`config.mk`:
```
export PLATFORM = sky130hd
export DESIGN_NAME = rv64i_instruction_decoder_core
export DESIGN_NICKNAME = d
export VERILOG_FILES = /design/src/hw/rtl/rvdec_pkg.sv /design/src/hw/rtl/rvdec_decode.sv /design/src/hw/rtl/rv64i_instruction_decoder_core.sv
export SDC_FILE = /design/constraint.sdc
export NUM_CORES = 1
export LEC_CHECK = 0
export ABC_CLOCK_PERIOD_IN_PS = 2700
export BUFFER_PORTS_ARGS = -buffer_cell sky130_fd_sc_hd__buf_2
export CAP_MARGIN = 20
export CORE_MARGIN = 2
export CORE_UTILIZATION = 54
export DETAILED_ROUTE_END_ITERATION = 16
export MAX_ROUTING_LAYER = met4
export PLACE_DENSITY = 0.8
export SLEW_MARGIN = 10
export SYNTH_ARGS = -nofsm -noshare
export SYNTH_HDL_FRONTEND = slang
export SYNTH_SLANG_ARGS = --single-unit
export TNS_END_PERCENT = 100
```
`constraint.sdc`:
```
create_clock -name clk -period 2.7 [get_ports clk]
set_clock_uncertainty 0.05 [all_clocks]
set_input_delay 0.405 -clock clk [delete_from_list [all_inputs] [get_ports clk]]
set_output_delay 0.405 -clock clk [all_outputs]
set_load 0.005 [all_outputs]
```
`src/hw/rtl/rvdec_pkg.sv`:
```
// ----------------------------------------------------------------------------
// rvdec_pkg
// Shared types and encodings for the RV64I instruction decoder.
// ----------------------------------------------------------------------------
`default_nettype none

package rvdec_pkg;

    localparam int unsigned WORD_W  = 32;
    localparam int unsigned KIND_W  = 6;
    localparam int unsigned REG_W   = 5;
    localparam int unsigned SPOS_W  = 5;
    localparam int unsigned SHAMT_W = 6;

    localparam logic [6:0] OPC_LUI       = 7'b0110111;
    localparam logic [6:0] OPC_AUIPC     = 7'b0010111;
    localparam logic [6:0] OPC_JAL       = 7'b1101111;
    localparam logic [6:0] OPC_JALR      = 7'b1100111;
    localparam logic [6:0] OPC_BRANCH    = 7'b1100011;
    localparam logic [6:0] OPC_LOAD      = 7'b0000011;
    localparam logic [6:0] OPC_STORE     = 7'b0100011;
    localparam logic [6:0] OPC_OP_IMM    = 7'b0010011;
    localparam logic [6:0] OPC_OP        = 7'b0110011;
    localparam logic [6:0] OPC_MISC_MEM  = 7'b0001111;
    localparam logic [6:0] OPC_SYSTEM    = 7'b1110011;
    localparam logic [6:0] OPC_OP_IMM_32 = 7'b0011011;
    localparam logic [6:0] OPC_OP_32     = 7'b0111011;

    localparam logic [6:0] F7_ZERO = 7'b0000000;
    localparam logic [6:0] F7_ALT  = 7'b0100000;
    localparam logic [5:0] F6_ZERO = 6'b000000;
    localparam logic [5:0] F6_ALT  = 6'b010000;

    localparam logic [2:0] F3_ADD = 3'd0;
    localparam logic [2:0] F3_SLL = 3'd1;
    localparam logic [2:0] F3_SR  = 3'd5;

    localparam logic [11:0] F12_ECALL  = 12'd0;
    localparam logic [11:0] F12_EBREAK = 12'd1;

    localparam logic [SPOS_W-1:0] SPOS_NONE = 5'd0;
    localparam logic [SPOS_W-1:0] SPOS_I    = 5'd11;
    localparam logic [SPOS_W-1:0] SPOS_B    = 5'd12;
    localparam logic [SPOS_W-1:0] SPOS_J    = 5'd20;
    localparam logic [SPOS_W-1:0] SPOS_U    = 5'd31;

    typedef enum logic [KIND_W-1:0] {
        K_LUI, K_AUIPC, K_JAL, K_JALR,
        K_BEQ, K_BNE, K_BLT, K_BGE, K_BLTU, K_BGEU,
        K_LB, K_LH, K_LW, K_LD, K_LBU, K_LHU, K_LWU,
        K_SB, K_SH, K_SW, K_SD,
        K_ADDI, K_SLLI, K_SLTI, K_SLTIU, K_XORI, K_SRLI, K_SRAI, K_ORI, K_ANDI,
        K_ADD, K_SLL, K_SLT, K_SLTU, K_XOR, K_SRL, K_OR, K_AND, K_SUB, K_SRA,
        K_FENCE, K_ECALL, K_EBREAK,
        K_ADDIW, K_SLLIW, K_SRLIW, K_SRAIW,
        K_ADDW, K_SUBW, K_SLLW, K_SRLW, K_SRAW
    } kind_t;

    typedef struct packed {
        logic               valid;
        kind_t              kind;
        logic [REG_W-1:0]   rd;
        logic [REG_W-1:0]   rs1;
        logic [REG_W-1:0]   rs2;
        logic [WORD_W-1:0]  imm;
        logic [SPOS_W-1:0]  spos;
        logic [SHAMT_W-1:0] shamt;
    } dec_res_t;

endpackage

`default_nettype wire

```
`src/hw/rtl/rvdec_decode.sv`:
```
// ----------------------------------------------------------------------------
// rvdec_decode
// Combinational RV64I decode of one instruction word into kind, register
// indices, placed immediate, sign position and shift amount.
// ----------------------------------------------------------------------------
`default_nettype none

module rvdec_decode
    import rvdec_pkg::*;
(
    input  wire logic [WORD_W-1:0] word,
    output dec_res_t               res
);

    logic [6:0]   opc;
    logic [2:0]   f3;
    logic [6:0]   f7;
    logic [5:0]   f6;
    logic [4:0]   rdv;
    logic [4:0]   r1v;
    logic [4:0]   r2v;
    logic [11:0]  iimm;
    dec_res_t     raw;

    assign opc  = word[6:0];
    assign f3   = word[14:12];
    assign f7   = word[31:25];
    assign f6   = word[31:26];
    assign rdv  = word[11:7];
    assign r1v  = word[19:15];
    assign r2v  = word[24:20];
    assign iimm = word[31:20];

    always_comb
    begin
        raw = '0;
        case (opc)
            OPC_LUI, OPC_AUIPC:
            begin
                raw.valid = 1'b1;
                raw.kind  = (opc == OPC_LUI) ? K_LUI : K_AUIPC;
                raw.rd    = rdv;
                raw.imm   = {word[31:12], 12'b0};
                raw.spos  = SPOS_U;
            end
            OPC_JAL:
            begin
                raw.valid = 1'b1;
                raw.kind  = K_JAL;
                raw.rd    = rdv;
                raw.imm   = {11'b0, word[31], word[19:12], word[20], word[30:21], 1'b0};
                raw.spos  = SPOS_J;
            end
            OPC_JALR:
            begin
                raw.valid = (f3 == F3_ADD);
                raw.kind  = K_JALR;
                raw.rd    = rdv;
                raw.rs1   = r1v;
                raw.imm   = {20'b0, iimm};
                raw.spos  = SPOS_I;
            end
            OPC_BRANCH:
            begin
                raw.valid = (f3 != 3'd2) && (f3 != 3'd3);
                raw.kind  = f3[2] ? kind_t'(KIND_W'(K_BLT) + KIND_W'(f3[1:0]))
                                  : kind_t'(KIND_W'(K_BEQ) + KIND_W'(f3[0]));
                raw.rs1   = r1v;
                raw.rs2   = r2v;
                raw.imm   = {19'b0, word[31], word[7], word[30:25], word[11:8], 1'b0};
                raw.spos  = SPOS_B;
            end
            OPC_LOAD:
            begin
                raw.valid = (f3 != 3'd7);
                raw.kind  = kind_t'(KIND_W'(K_LB) + KIND_W'(f3));
                raw.rd    = rdv;
                raw.rs1   = r1v;
                raw.imm   = {20'b0, iimm};
                raw.spos  = SPOS_I;
            end
            OPC_STORE:
            begin
                raw.valid = !f3[2];
                raw.kind  = kind_t'(KIND_W'(K_SB) + KIND_W'(f3[1:0]));
                raw.rs1   = r1v;
                raw.rs2   = r2v;
                raw.imm   = {20'b0, word[31:25], word[11:7]};
                raw.spos  = SPOS_I;
            end
            OPC_OP_IMM:
            begin
                raw.rd  = rdv;
                raw.rs1 = r1v;
                if (f3 == F3_SLL || f3 == F3_SR)
                begin
                    raw.shamt = word[25:20];
                    if (f3 == F3_SLL)
                    begin
                        raw.valid = (f6 == F6_ZERO);
                        raw.kind  = K_SLLI;
                    end
                    else
                    begin
                        raw.valid = (f6 == F6_ZERO) || (f6 == F6_ALT);
                        raw.kind  = (f6 == F6_ALT) ? K_SRAI : K_SRLI;
                    end
                end
                else
                begin
                    raw.valid = 1'b1;
                    raw.imm   = {20'b0, iimm};
                    raw.spos  = SPOS_I;
                    case (f3)
                        3'd0:    raw.kind = K_ADDI;
                        3'd2:    raw.kind = K_SLTI;
                        3'd3:    raw.kind = K_SLTIU;
                        3'd4:    raw.kind = K_XORI;
                        3'd6:    raw.kind = K_ORI;
                        default: raw.kind = K_ANDI;
                    endcase
                end
            end
            OPC_OP:
            begin
                raw.rd  = rdv;
                raw.rs1 = r1v;
                raw.rs2 = r2v;
                if (f7 == F7_ZERO)
                begin
                    raw.valid = 1'b1;
                    raw.kind  = kind_t'(KIND_W'(K_ADD) + KIND_W'(f3));
                end
                else
                begin
                    raw.valid = (f7 == F7_ALT) && (f3 == F3_ADD || f3 == F3_SR);
                    raw.kind  = (f3 == F3_ADD) ? K_SUB : K_SRA;
                end
            end
            OPC_MISC_MEM:
            begin
                raw.valid = (f3 == F3_ADD);
                raw.kind  = K_FENCE;
                raw.rd    = rdv;
                raw.rs1   = r1v;
                raw.imm   = {20'b0, iimm};
                raw.spos  = SPOS_I;
            end
            OPC_SYSTEM:
            begin
                raw.valid = (f3 == F3_ADD) && (rdv == '0) && (r1v == '0)
                            && (iimm == F12_ECALL || iimm == F12_EBREAK);
                raw.kind  = (iimm == F12_EBREAK) ? K_EBREAK : K_ECALL;
            end
            OPC_OP_IMM_32:
            begin
                raw.rd  = rdv;
                raw.rs1 = r1v;
                if (f3 == F3_ADD)
                begin
                    raw.valid = 1'b1;
                    raw.kind  = K_ADDIW;
                    raw.imm   = {20'b0, iimm};
                    raw.spos  = SPOS_I;
                end
                else
                begin
                    raw.shamt = {1'b0, r2v};
                    if (f3 == F3_SLL)
                    begin
                        raw.valid = (f7 == F7_ZERO);
                        raw.kind  = K_SLLIW;
                    end
                    else
                    begin
                        raw.valid = (f3 == F3_SR) && (f7 == F7_ZERO || f7 == F7_ALT);
                        raw.kind  = (f7 == F7_ALT) ? K_SRAIW : K_SRLIW;
                    end
                end
            end
            OPC_OP_32:
            begin
                raw.rd  = rdv;
                raw.rs1 = r1v;
                raw.rs2 = r2v;
                case (f3)
                    F3_ADD:
                    begin
                        raw.valid = (f7 == F7_ZERO) || (f7 == F7_ALT);
                        raw.kind  = (f7 == F7_ALT) ? K_SUBW : K_ADDW;
                    end
                    F3_SLL:
                    begin
                        raw.valid = (f7 == F7_ZERO);
                        raw.kind  = K_SLLW;
                    end
                    F3_SR:
                    begin
                        raw.valid = (f7 == F7_ZERO) || (f7 == F7_ALT);
                        raw.kind  = (f7 == F7_ALT) ? K_SRAW : K_SRLW;
                    end
                    default:
                    begin
                        raw.valid = 1'b0;
                    end
                endcase
            end
            default:
            begin
                raw = '0;
            end
        endcase
    end

    // illegal encodings report all-zero fields
    assign res = raw.valid ? raw : '0;

endmodule

`default_nettype wire

```
`src/hw/rtl/rv64i_instruction_decoder_core.sv`:
```
// Path: the request word is captured in the input register on acceptance, decoded
//   combinationally, and the decode is then captured in the result register.
// Throughput: one request per cycle; a new word is taken while a finished
//   result waits, and the pipe only stalls when both registers are full.
// Reset: rst_n asynchronous, clears both stage valid flags; payload is not reset.
// ----------------------------------------------------------------------------
// rv64i_instruction_decoder_core
// Two-register RV64I decoder pipeline with valid/ready on both sides.
// ----------------------------------------------------------------------------
`default_nettype none

module rv64i_instruction_decoder_core
    import rvdec_pkg::*;
(
    input  wire logic                clk,
    input  wire logic                rst_n,

    input  wire logic                in_valid,
    output logic                     in_ready,
    input  wire logic [WORD_W-1:0]   instr_word,

    output logic                     out_valid,
    input  wire logic                out_ready,
    output logic                     valid_res,
    output logic [KIND_W-1:0]        op_kind,
    output logic [REG_W-1:0]         dest_reg,
    output logic [REG_W-1:0]         src_reg_a,
    output logic [REG_W-1:0]         src_reg_b,
    output logic [WORD_W-1:0]        imm_bits,
    output logic [SPOS_W-1:0]        imm_sign_pos,
    output logic [SHAMT_W-1:0]       shift_amount
);

    logic              s1_valid_reg;
    logic [WORD_W-1:0] s1_word_reg;
    logic              out_valid_reg;
    dec_res_t          res_reg;
    dec_res_t          res_next;
    logic              s1_advance;

    assign s1_advance = !out_valid_reg || out_ready;
    assign in_ready   = !s1_valid_reg || s1_advance;

    rvdec_decode u_decode (
        .word (s1_word_reg),
        .res  (res_next)
    );

    always_ff @(posedge clk or negedge rst_n)
    begin
        if (!rst_n)
        begin
            s1_valid_reg  <= 1'b0;
            out_valid_reg <= 1'b0;
        end
        else
        begin
            if (in_ready)
            begin
                s1_valid_reg <= in_valid;
            end
            if (s1_advance)
            begin
                out_valid_reg <= s1_valid_reg;
            end
        end
    end

    always_ff @(posedge clk)
    begin
        if (in_ready && in_valid)
        begin
            s1_word_reg <= instr_word;
        end
        if (s1_advance && s1_valid_reg)
        begin
            res_reg <= res_next;
        end
    end

    assign out_valid    = out_valid_reg;
    assign valid_res    = res_reg.valid;
    assign op_kind      = KIND_W'(res_reg.kind);
    assign dest_reg     = res_reg.rd;
    assign src_reg_a    = res_reg.rs1;
    assign src_reg_b    = res_reg.rs2;
    assign imm_bits     = res_reg.imm;
    assign imm_sign_pos = res_reg.spos;
    assign shift_amount = res_reg.shamt;

endmodule

`default_nettype wire

```
==> Word-level counts from Yosys, hierarchy flattened <==
Index checks and enable logic that the tools add are counted.
{ "totals": {"regBits": 99, "in_bits": 36, "romBits": 0, "ram_bits": 0, "latch_bits": 0, "n_memories": 0, "output_inout_bits": 67, "wordCells": 101} }
{ "op_classes": {"muxes": 27, "reduce_logical": 33, "add_sub_neg": 5, "bitwise_logic": 0, "div_mod_pow": 0, "n_lt_le_gt_ge": 0, "eq_ne": 25, "n_shift": 0, "multipliers": 0} }
{ "ops": {"columns": ["operator", "n"], "rows": [
  ["$pmux 37 s7", 1],
  ["$pmux 7 s12", 1],
  ["$mux 65", 1],
  ["$eq 7x6->1 const B", 5],
  ["$mux 7", 5],
  ["$mux 17", 2],
  ["$eq 7x7->1 const B", 4],
  ["$mux 5", 5],
  ["$eq 7x5->1 const B", 3],
  ["$pmux 4 s5", 1],
  ["$pmux 6 s3", 1],
  ["$eq 12x1->1 const B", 1],
  ["$logic_not 12->1", 1],
  ["$mux 6", 2],
  ["$pmux 6 s2", 1],
  ["$logic_not 5->1", 2],
  ["$reduce_or 10->1", 1],
  ["$eq 3x3->1 const B", 3],
  ["$reduce_or 9->1", 1],
  ["$logic_and 1x1->1", 8],
  ["$eq 7x2->1 const B", 1],
  ["$eq 7x4->1 const B", 1],
  ["$logic_not 7->1", 1],
  ["$logic_or 1x1->1", 7],
  ["20 further kinds", 31]
]} }

==> Depth between registers and ports, before layout <==
Gate-level depths: netlist of the first run.
{ "logic_depth": {"depth_word": 7, "depth_mapped": 10, "ltp_nobuf": 9} }

==> Modules after synthesis <==
A second synthesis of the first run with hierarchy kept.
{ "unflattened": {"cells_unflattened": 370, "area_unflattened_um2": 4690.7} }
{ "by_module_without_submodules": {"columns": ["module", "seq_area_each_um2", "instances", "cells_per_inst", "area_each_um2"], "rows": [
  ["rv64i_instruction_decoder_core", 2962.8, 1, 105, 3016.6],
  ["rvdec_decode", 0.0, 1, 265, 1674.1]
]} }

==> Worst setup path before layout of the first run <==
OpenSTA, ideal clock, no wires.
{ "synth_path": {"path_kind": "input to register", "start": "in out_ready", "end": "reg res_reg, in the netlist dest_reg[0], enable pin", "n_path_buf": 0, "setup_ns": 0.429, "cell_stages": 2, "path_slack_ns": 0.199, "arrival_ns": 2.022, "path_cell_list": "nand2b_1 and2_1"} }
{ "synth_via": {"elab_chain_len": 2} }
{ "synth_lines": {"columns": ["element", "line_no", "source"], "rows": [
  ["start: declaration", "rv64i_instruction_decoder_core.sv:23", "input wire logic out_ready,"],
  ["$logic_or 1x1->1", "rv64i_instruction_decoder_core.sv:41", "assign s1_advance = !out_valid_reg || out_ready;"],
  ["$logic_and 1x1->1", "rv64i_instruction_decoder_core.sv:75", "if (s1_advance && s1_valid_reg)"],
  ["end signal: assignment", "rv64i_instruction_decoder_core.sv:77", "res_reg <= res_next;"],
  ["end: declaration", "rv64i_instruction_decoder_core.sv:37", "dec_res_t res_reg;"]
]} }
No other way between the ends.
A chain may end at the register's enable or synchronous reset.

==> Worst setup path after layout of the first run <==
{ "layout_path": {"start": "reg s1_word_reg[12]", "end": "reg res_reg, in the netlist op_kind[0], data pin"} }
{ "layout_via": {"elab_chain_len": 5} }
{ "layout_lines": {"columns": ["element", "line_no", "source"], "rows": [
  ["start: declaration", "rv64i_instruction_decoder_core.sv:35", "logic [WORD_W-1:0] s1_word_reg;"],
  ["start signal: assignment", "rv64i_instruction_decoder_core.sv:73", "s1_word_reg <= instr_word;"],
  ["branches (longest 4 deep; another with $add 5x3->6)", null, null],
  ["$pmux 7 s12 (*)", "rvdec_decode.sv:37", "case (opc)"]
]} }
Mark *: on every way between the ends.

==> flow_summary.json, run 1 <==
{
  "setup_violations": 0,
  "syn-num-nets": 424,
  "io-pin-count": 103,
  "synth-adder-area-share_pct": 2.17,
  "wirelength_um": 11400,
  "syn_to_final_growth_pct": 22.0,
  "worst_path_dominant_cell_family": "compound AO/OA/AOI/OAI gates",
  "async_flop_share_pct": 2.04,
  "cts_inserted_buffers": 9,
  "crit_buf_inv": 2,
  "r2r_end": "op_kind[0]",
  "fin_util_pct": 68.2,
  "drv_slew": 0,
  "ys.warnings.count": 0,
  "die-area_um2": 9310,
  "cp-endpoint": "op_kind[0]",
  "cts_root_buffer": "clkbuf_8",
  "worstPathCellList": "inv_1 -> buf_4 -> ha_1 -> or3b_2 -> a21oi_1 -> o21ai_0 -> a21oi_1 -> nand4_1 -> o41a_1",
  "clkLatencyLatePin_ns": 0.37,
  "ctsHtreeMaxLevel": 3,
  "clock_path_buffers": 2,
  "clkTransAtPathRegs_ns": 0.11,
  "antenna_found_initial": 0,
  "post-route-period-util_pct": 96.4,
  "seq_area_frac_synth_pct": 63.5,
  "cts_tree": "yes",
  "drc_errors": 0,
  "startpoint": "s1_word_reg[12]",
  "p_per_area_nw_per_um2": 563,
  "coreArea_um2": 8260,
  "ir_worst_vdd_mv": 0.328,
  "status": "complete, no violations",
  "post-route-min-period_ns": 2.60,
  "synth_xor_xnor_area_share_pct": 0,
  "rsz0062_at_grt": "false",
  "num_antenna_cells": 0,
  "hold_viol": 0,
  "firstDrtPassIters": 5,
  "leakagePower_uw": 0.00230,
  "crit_path_top_delay_cell": "edfxtp_1",
  "syn_area_per_cell_um2": 12.2,
  "slowest_delay_ns": 0.46,
  "final_nets": 548,
  "grt_pass1_vias": 3410,
  "dp_hpwl_um": 8220,
  "clock-sinks": 98,
  "via_per_inst": 5.94,
  "initial_utilization_pct": 56.0,
  "synth_top_family_by_area": "simple AND/OR/NAND/NOR gates",
  "max_slew.worst_pin.slew_ns": 0.634,
  "r2r_slack_ns": 0.1,
  "synth-compound-area-share_pct": 10.9,
  "drtIter0Drc": 414,
  "drt.antenna.violating_nets": 0,
  "grt_pass1_wl_um": 17700,
  "overflow": 0,
  "ys_ff_latch": 98,
  "maxCapViolCount": 0,
  "synthSimpleGateAreaFrac_pct": 20.2,
  "die_x_um": 96.5,
  "wl_per_cell_um": 18.6,
  "synth_area_um2": 4620,
  "drive_gt1_share_pct": 30.5,
  "crit_top_cell": "a21oi_1",
  "ff2ff_path_depth": 9,
  "synth_cell_types": 56,
  "fmax_mhz": 384,
  "cp-end-kind": "flop",
  "synthCells": 380,
  "multi_input_area_um2": 1560,
  "num_rows": 33,
  "vias": 3645,
  "crit_required_ns": 2.76,
  "synth_edf_count": 96,
  "start_kind": "flop",
  "die_height_um": 96.5,
  "gp_congestion": 0.979,
  "synth_flop_cell": "edfxtp_1",
  "regArea_um2": 2930,
  "path_max_fanout": 6,
  "fin_tns_setup_ns": 0,
  "grt_use_total_pct": 26.5,
  "worst_hold_path_type": "input port to flop",
  "cp_data_arrival_time_ns": 2.67,
  "cp.depth": 9,
  "slew_headroom_pct": 57.7,
  "grt_max_degree": 55,
  "worstSetupPathType": "flop to flop",
  "timing.rr.start": "s1_word_reg[12]",
  "fill_cells": 614,
  "muxShareOfSynthArea_pct": 0.217,
  "portBuffers": 102
}
[timing repair]
action                                  in CTS  in global routing
hold buffers                                 1                  0
endpoints found under the setup margin      10                 28
buffers inserted                             0                  1
gates resized for setup                      1                  1
hold endpoints to repair                     2                  0
[placed cells by master (no fill, tap or decap), types with 3 or more instances in the layout]
cell      Yosys  layout
and2_1       21      20
nor4_1        6       6
and4_1        5       5
ha_1          8       8
nor3_1        9       9
nor2_1       38      38
buf_2         4     102
a211oi_1      5       5
nand2b_1      7       7
clkbuf_8      0       9
o21ai_0      11      11
a32oi_1       3       3
nand3_1      11      11
o21a_1        4       4
buf_4         2      29
nand4_1       4       4
a22oi_1       6       6
a21oi_1      18      18
edfxtp_1     96      96
and3_1       25      25
nand2_1      24      24
a31oi_1       3       3
inv_1         8       8
nor2b_1       3       3
nand3b_1      3       3
or3_1         5       5
[worst min-delay path by stage]
stage / startpoint / to / slack (ns) / cells past startpoint
floorplan: rst_n / out_valid / 0.06 / 0
CTS: instr_word[30] / s1_word_reg[30] / 0.14 / 1
finish: instr_word[10] / s1_word_reg[10] / 0.15 / 1
global route: instr_word[30] / s1_word_reg[30] / 0.12 / 1
global placement: rst_n / s1_valid_reg / 0.14 / 1
detailed placement: rst_n / s1_valid_reg / 0.14 / 1
[per-stage QoR]
step / total power, uW / hold slack, ns / setup WS, ns / cell area (um^2) / instances
after floorplan: 2020 / 0.0594 / 0.199 / 4620 / 380
after global placement: 2180 / 0.140 / 0.118 / 5390 / 596
after detailed placement: 2190 / 0.144 / -0.0248 / 5390 / 596
after CTS: 3180 / 0.139 / 0.0248 / 5620 / 613
after global routing: 3300 / 0.124 / 0.00124 / 5640 / 614
final: 3170 / 0.151 / 0.0959 / 5640 / 614
[per-layer routing]
| metal | share of wire [%] | global-route usage [%] | wire length (um) |
|---|---|---|---|
| met4 | 1.9 | 8.10 | 212 |
| met3 | 8.5 | 5.20 | 977 |
| met2 | 48 | 41.3 | 5530 |
| met1 | 41 | 35.7 | 4700 |
| met5 | 0 | - | 0 |
[layout make-up]
type	count	share of cell area (%)
flip-flops and latches	98	52.0
well taps	105	2.33
inverters	9	0.688
repair buffers	133	13.5
clock buffers	9	2.20
multi-input cells	253	27.6
clock inverters	7	1.67
[power by group]
part           switching [uW]  internal [uW]
clock network             553            454
registers                53.4           1770
logic                     202            135
[cell families (layout without fill, tap and decap cells)]
family,count (synthesis),after routing
adders and majority gates,8,8
DFF,98,98
AOI/OAI and AO/OA,73,73
muxes,1,1
and+or+nand+nor,171,171
buffers and inverters,29,158
[synthesized netlist by cell type, types with 2 or more instances]
cell type | n | area [um^2]
nand3b_1 | 3 | 22.5
nand2b_1 | 7 | 43.8
edfxtp_1 | 96 | 2880
o22ai_1 | 2 | 12.5
ha_1 | 8 | 100
a211oi_1 | 5 | 37.5
or4_1 | 2 | 15.0
inv_1 | 8 | 30.0
and3_1 | 25 | 156
nand2_1 | 24 | 90.1
buf_1 | 2 | 7.51
nor3_1 | 9 | 45.0
buf_6 | 2 | 22.5
o221ai_1 | 2 | 17.5
nor4_1 | 6 | 37.5
or3_1 | 5 | 31.3
nand3_1 | 11 | 55.1
o41a_1 | 2 | 22.5
nand4b_1 | 2 | 17.5
a22oi_1 | 6 | 45.0
and2_1 | 21 | 131
buf_4 | 2 | 15.0
dfrtp_1 | 2 | 50.1
clkbuf_1 | 10 | 37.5
o31ai_1 | 3 | 22.5
nor2_1 | 38 | 143
nor2b_1 | 3 | 18.8
o31a_1 | 2 | 17.5
buf_2 | 4 | 20.0
a31oi_1 | 3 | 18.8
and4_1 | 5 | 43.8
o21a_1 | 4 | 30.0
nand4_1 | 4 | 25.0
a21oi_1 | 18 | 90.1
o21ai_0 | 11 | 55.1
a32oi_1 | 3 | 26.3
[worst register-to-register path: cells and delay by family, from the launching register on]
kind            cells  cell delay, ns
simple gates        2            0.56
compound gates      4            0.86
fa+ha+maj           1            0.20
buf+inv             2            0.24
flops               1            0.46
No activity file was read; power rests on OpenSTA's default activity.
==> run 2: changes to the inputs <==
--- a/config.mk
+++ b/config.mk
@@ -12,9 +12,10 @@
 export CORE_UTILIZATION = 54
 export DETAILED_ROUTE_END_ITERATION = 16
 export MAX_ROUTING_LAYER = met4
-export PLACE_DENSITY = 0.8
+export PLACE_DENSITY = 0.79
 export SLEW_MARGIN = 10
 export SYNTH_ARGS = -nofsm -noshare
 export SYNTH_HDL_FRONTEND = slang
+export SYNTH_HIERARCHICAL = 1
 export SYNTH_SLANG_ARGS = --single-unit
 export TNS_END_PERCENT = 100
==> run 2 against run 1 <==
Net effect: via count is 2.7% lower; combinational power rose by 1%; non-clock buffer count fell by 6; clock-buffer cell count stayed put.
==> flow_summary.json, run 2 <==
{
  "io-pin-count": 103,
  "layout_commonest_cell": "buf_2",
  "dpl_worst_slack_ns": 0.225,
  "ys.warnings.count": 6,
  "status": "complete, no violations",
  "power.total_uw": 3170,
  "cts_tree": "yes",
  "portBuffers": 102,
  "drt.antenna.violating_nets": 0,
  "syn_to_final_growth_pct": 20.4,
  "num_antenna_cells": 0,
  "dp_cells": 583,
  "grt_max_degree": 66,
  "crit_buf_inv": 2,
  "leakagePower_uw": 0.00222,
  "ys_top_cells_by_area": "edfxtp_1, nor2_1, and2_1",
  "final_cell_mix": "buf_2, edfxtp_1, nor2_1, buf_4, and2_1",
  "overflow": 0,
  "synth_top_area_share_pct": 62.1,
  "grt_pass1_wl_um": 17700,
  "num_rows": 34,
  "fmax_mhz": 398,
  "dp_hpwl_um": 8050,
  "cts_inserted_buffers": 9,
  "synthCells": 370,
  "fin_tns_setup_ns": 0,
  "final_nets": 531,
  "hold_viol": 0,
  "rsz0062_at_grt": "false",
  "synth_flop_cell": "edfxtp_1",
  "setup_violations": 0,
  "worst_hold_path_type": "input port to flop",
  "cts_root_buffer": "clkbuf_8",
  "max_slew.worst_pin.slew_ns": 0.622,
  "stdcell_area_um2": 5650,
  "regArea_um2": 2960,
  "postCtsSetupBuffers": 0,
  "drv_slew": 0,
  "crit_required_ns": 2.81,
  "cp_data_arrival_time_ns": 2.62,
  "worstSetupPathType": "flop to flop",
  "drtIter0Drc": 344,
  "crit_path_top_delay_cell": "edfxtp_1",
  "synth_edf_count": 97,
  "via_per_inst": 5.91,
  "path_max_fanout": 27,
  "cp-end-kind": "flop",
  "slowest_delay_ns": 0.43,
  "firstDrtPassIters": 6,
  "die-area_um2": 9450,
  "yosysTopAreaCell": "edfxtp_1",
  "syn-num-nets": 414,
  "post-route-min-period_ns": 2.51,
  "coreArea_um2": 8550,
  "worst_path_dominant_cell_family": "simple AND/OR/NAND/NOR gates",
  "drc_errors": 0,
  "synth_cell_types": 67,
  "die_height_um": 97.2,
  "syn_area_per_cell_um2": 12.7,
  "multi_input_area_um2": 1580,
  "grt_pass1_vias": 3443,
  "clkTransAtPathRegs_ns": 0.10,
  "seq_area_frac_synth_pct": 63.2,
  "ctsHtreeMaxLevel": 3,
  "clock-sinks": 99,
  "grt_use_total_pct": 24.7,
  "wirelength_um": 11000,
  "ys_ff_latch": 99,
  "antenna_found_initial": 0,
  "die_x_um": 97.2,
  "instances_no_fill": 600,
  "initial_utilization_pct": 54.9,
  "yosys.cell_count.top_type": "edfxtp_1",
  "place_area_um2": 5430,
  "slew_headroom_pct": 58.0,
  "clock_path_buffers": 2,
  "synth_common_cells": "edfxtp_1, nor2_1, and2_1, nand2_1",
  "worstPathCellList": "inv_1 -> ha_1 -> or2b_2 -> nor4_1 -> nand4_1 -> nand4b_2 -> nor3_4 -> buf_12 -> nor4b_1",
  "wl_per_cell_um": 18.4,
  "fill_cells": 635,
  "drive_gt1_share_pct": 33.1,
  "ir_worst_vdd_mv": 0.404,
  "setup_ws_ns": 0.187,
  "gp_congestion": 1.01,
  "clkLatencyLatePin_ns": 0.37,
  "async_flop_share_pct": 2.02,
  "synth_area_um2": 4690,
  "vias": 3548,
  "start_kind": "flop",
  "post-route-period-util_pct": 93.1,
  "p_per_area_nw_per_um2": 561,
  "maxCapViolCount": 0
}
run 2: cell count changes after synthesis, sizes merged, moves of 3 or more:
cell	delta
nor4b	+5
o22ai	+4
nand3	+4
o21a	-4
a211oi	-5
buf	+4
a21oi	-3
and3	-9
nor2	-5
clkbuf	-3
nand2	-5
and4	-5
run 2: layer usage:
layer | share of wire (%) | up-vias | global-route usage (%)
met1 | 42 | 1696 | 33.2
met4 | 2.5 | 0 | 9.10
met2 | 48 | 173 | 37.1
met5 | 0 | - | -
li1 | - | 1654 | -
met3 | 7.6 | 25 | 5.83
run 2: final timing paths:
check,cells past startpoint,to,slack [ns],start
setup reg to reg,9,src_reg_b[0],0.19,s1_word_reg[12]
min in group asynchronous,2,s1_valid_reg,0.30,rst_n
hold reg to reg,1,out_valid,0.52,s1_valid_reg
hold / removal,1,s1_word_reg[22],0.16,instr_word[22]
max in group asynchronous,2,out_valid,2.20,rst_n
setup / recovery,9,src_reg_b[0],0.19,s1_word_reg[12]
run 2: through the flow:
stage	hold slack (ns)	utilization, %
2_1_floorplan	0.0594	-
3_3_place_gp	0.140	63.4
3_5_place_dp	0.143	63.4
4_1_cts	0.146	65.9
5_1_grt	0.140	66.0
6_report	0.155	66.0
run 2: cell families after synthesis:
| group | Yosys count | synth area share (%) |
|---|---|---|
| compound gates | 71 | 10.9 |
| xor+xnor | 1 | 0.187 |
| fa+ha+maj | 8 | 2.13 |
| buf+inv | 30 | 3.28 |
| flops | 99 | 63.2 |
| mux | 1 | 0.213 |
| simple gates | 160 | 20.1 |
run 2: worst register-to-register path: stages (launching register included):
cell and delay [ns]:
edfxtp_1 0.43, inv_1 0.15, ha_1 0.17, or2b_2 0.38, nor4_1 0.27, nand4_1 0.15, nand4b_2 0.14, nor3_4 0.05
buf_12 0.16, nor4b_1 0.35
run 2: power by group:
| group | switching (uW) | leakage [uW] | total (uW) | internal (uW) |
|---|---|---|---|---|
| sequential | 56.4 | 0.000986 | 1850 | 1790 |
| clock | 532 | 0.000103 | 975 | 443 |
| combinational | 204 | 0.00114 | 342 | 138 |
run 2: area by class of cell:
cell class / instances / share of cell area [%]
Clock buffer: 9 / 2.19
Clock inverter: 7 / 1.42
Inverter: 9 / 0.643
Multi-Input combinational cell: 241 / 28.0
Sequential cell: 99 / 52.5
Tap cell: 108 / 2.39
Timing Repair Buffer: 127 / 12.9
run 2: what timing repair did:
action | CTS | global route
hold buffers | 1 | 0
endpoints found under the hold margin | 2 | 0
resized for setup | 0 | 1
endpoints found under the setup margin | 0 | 1
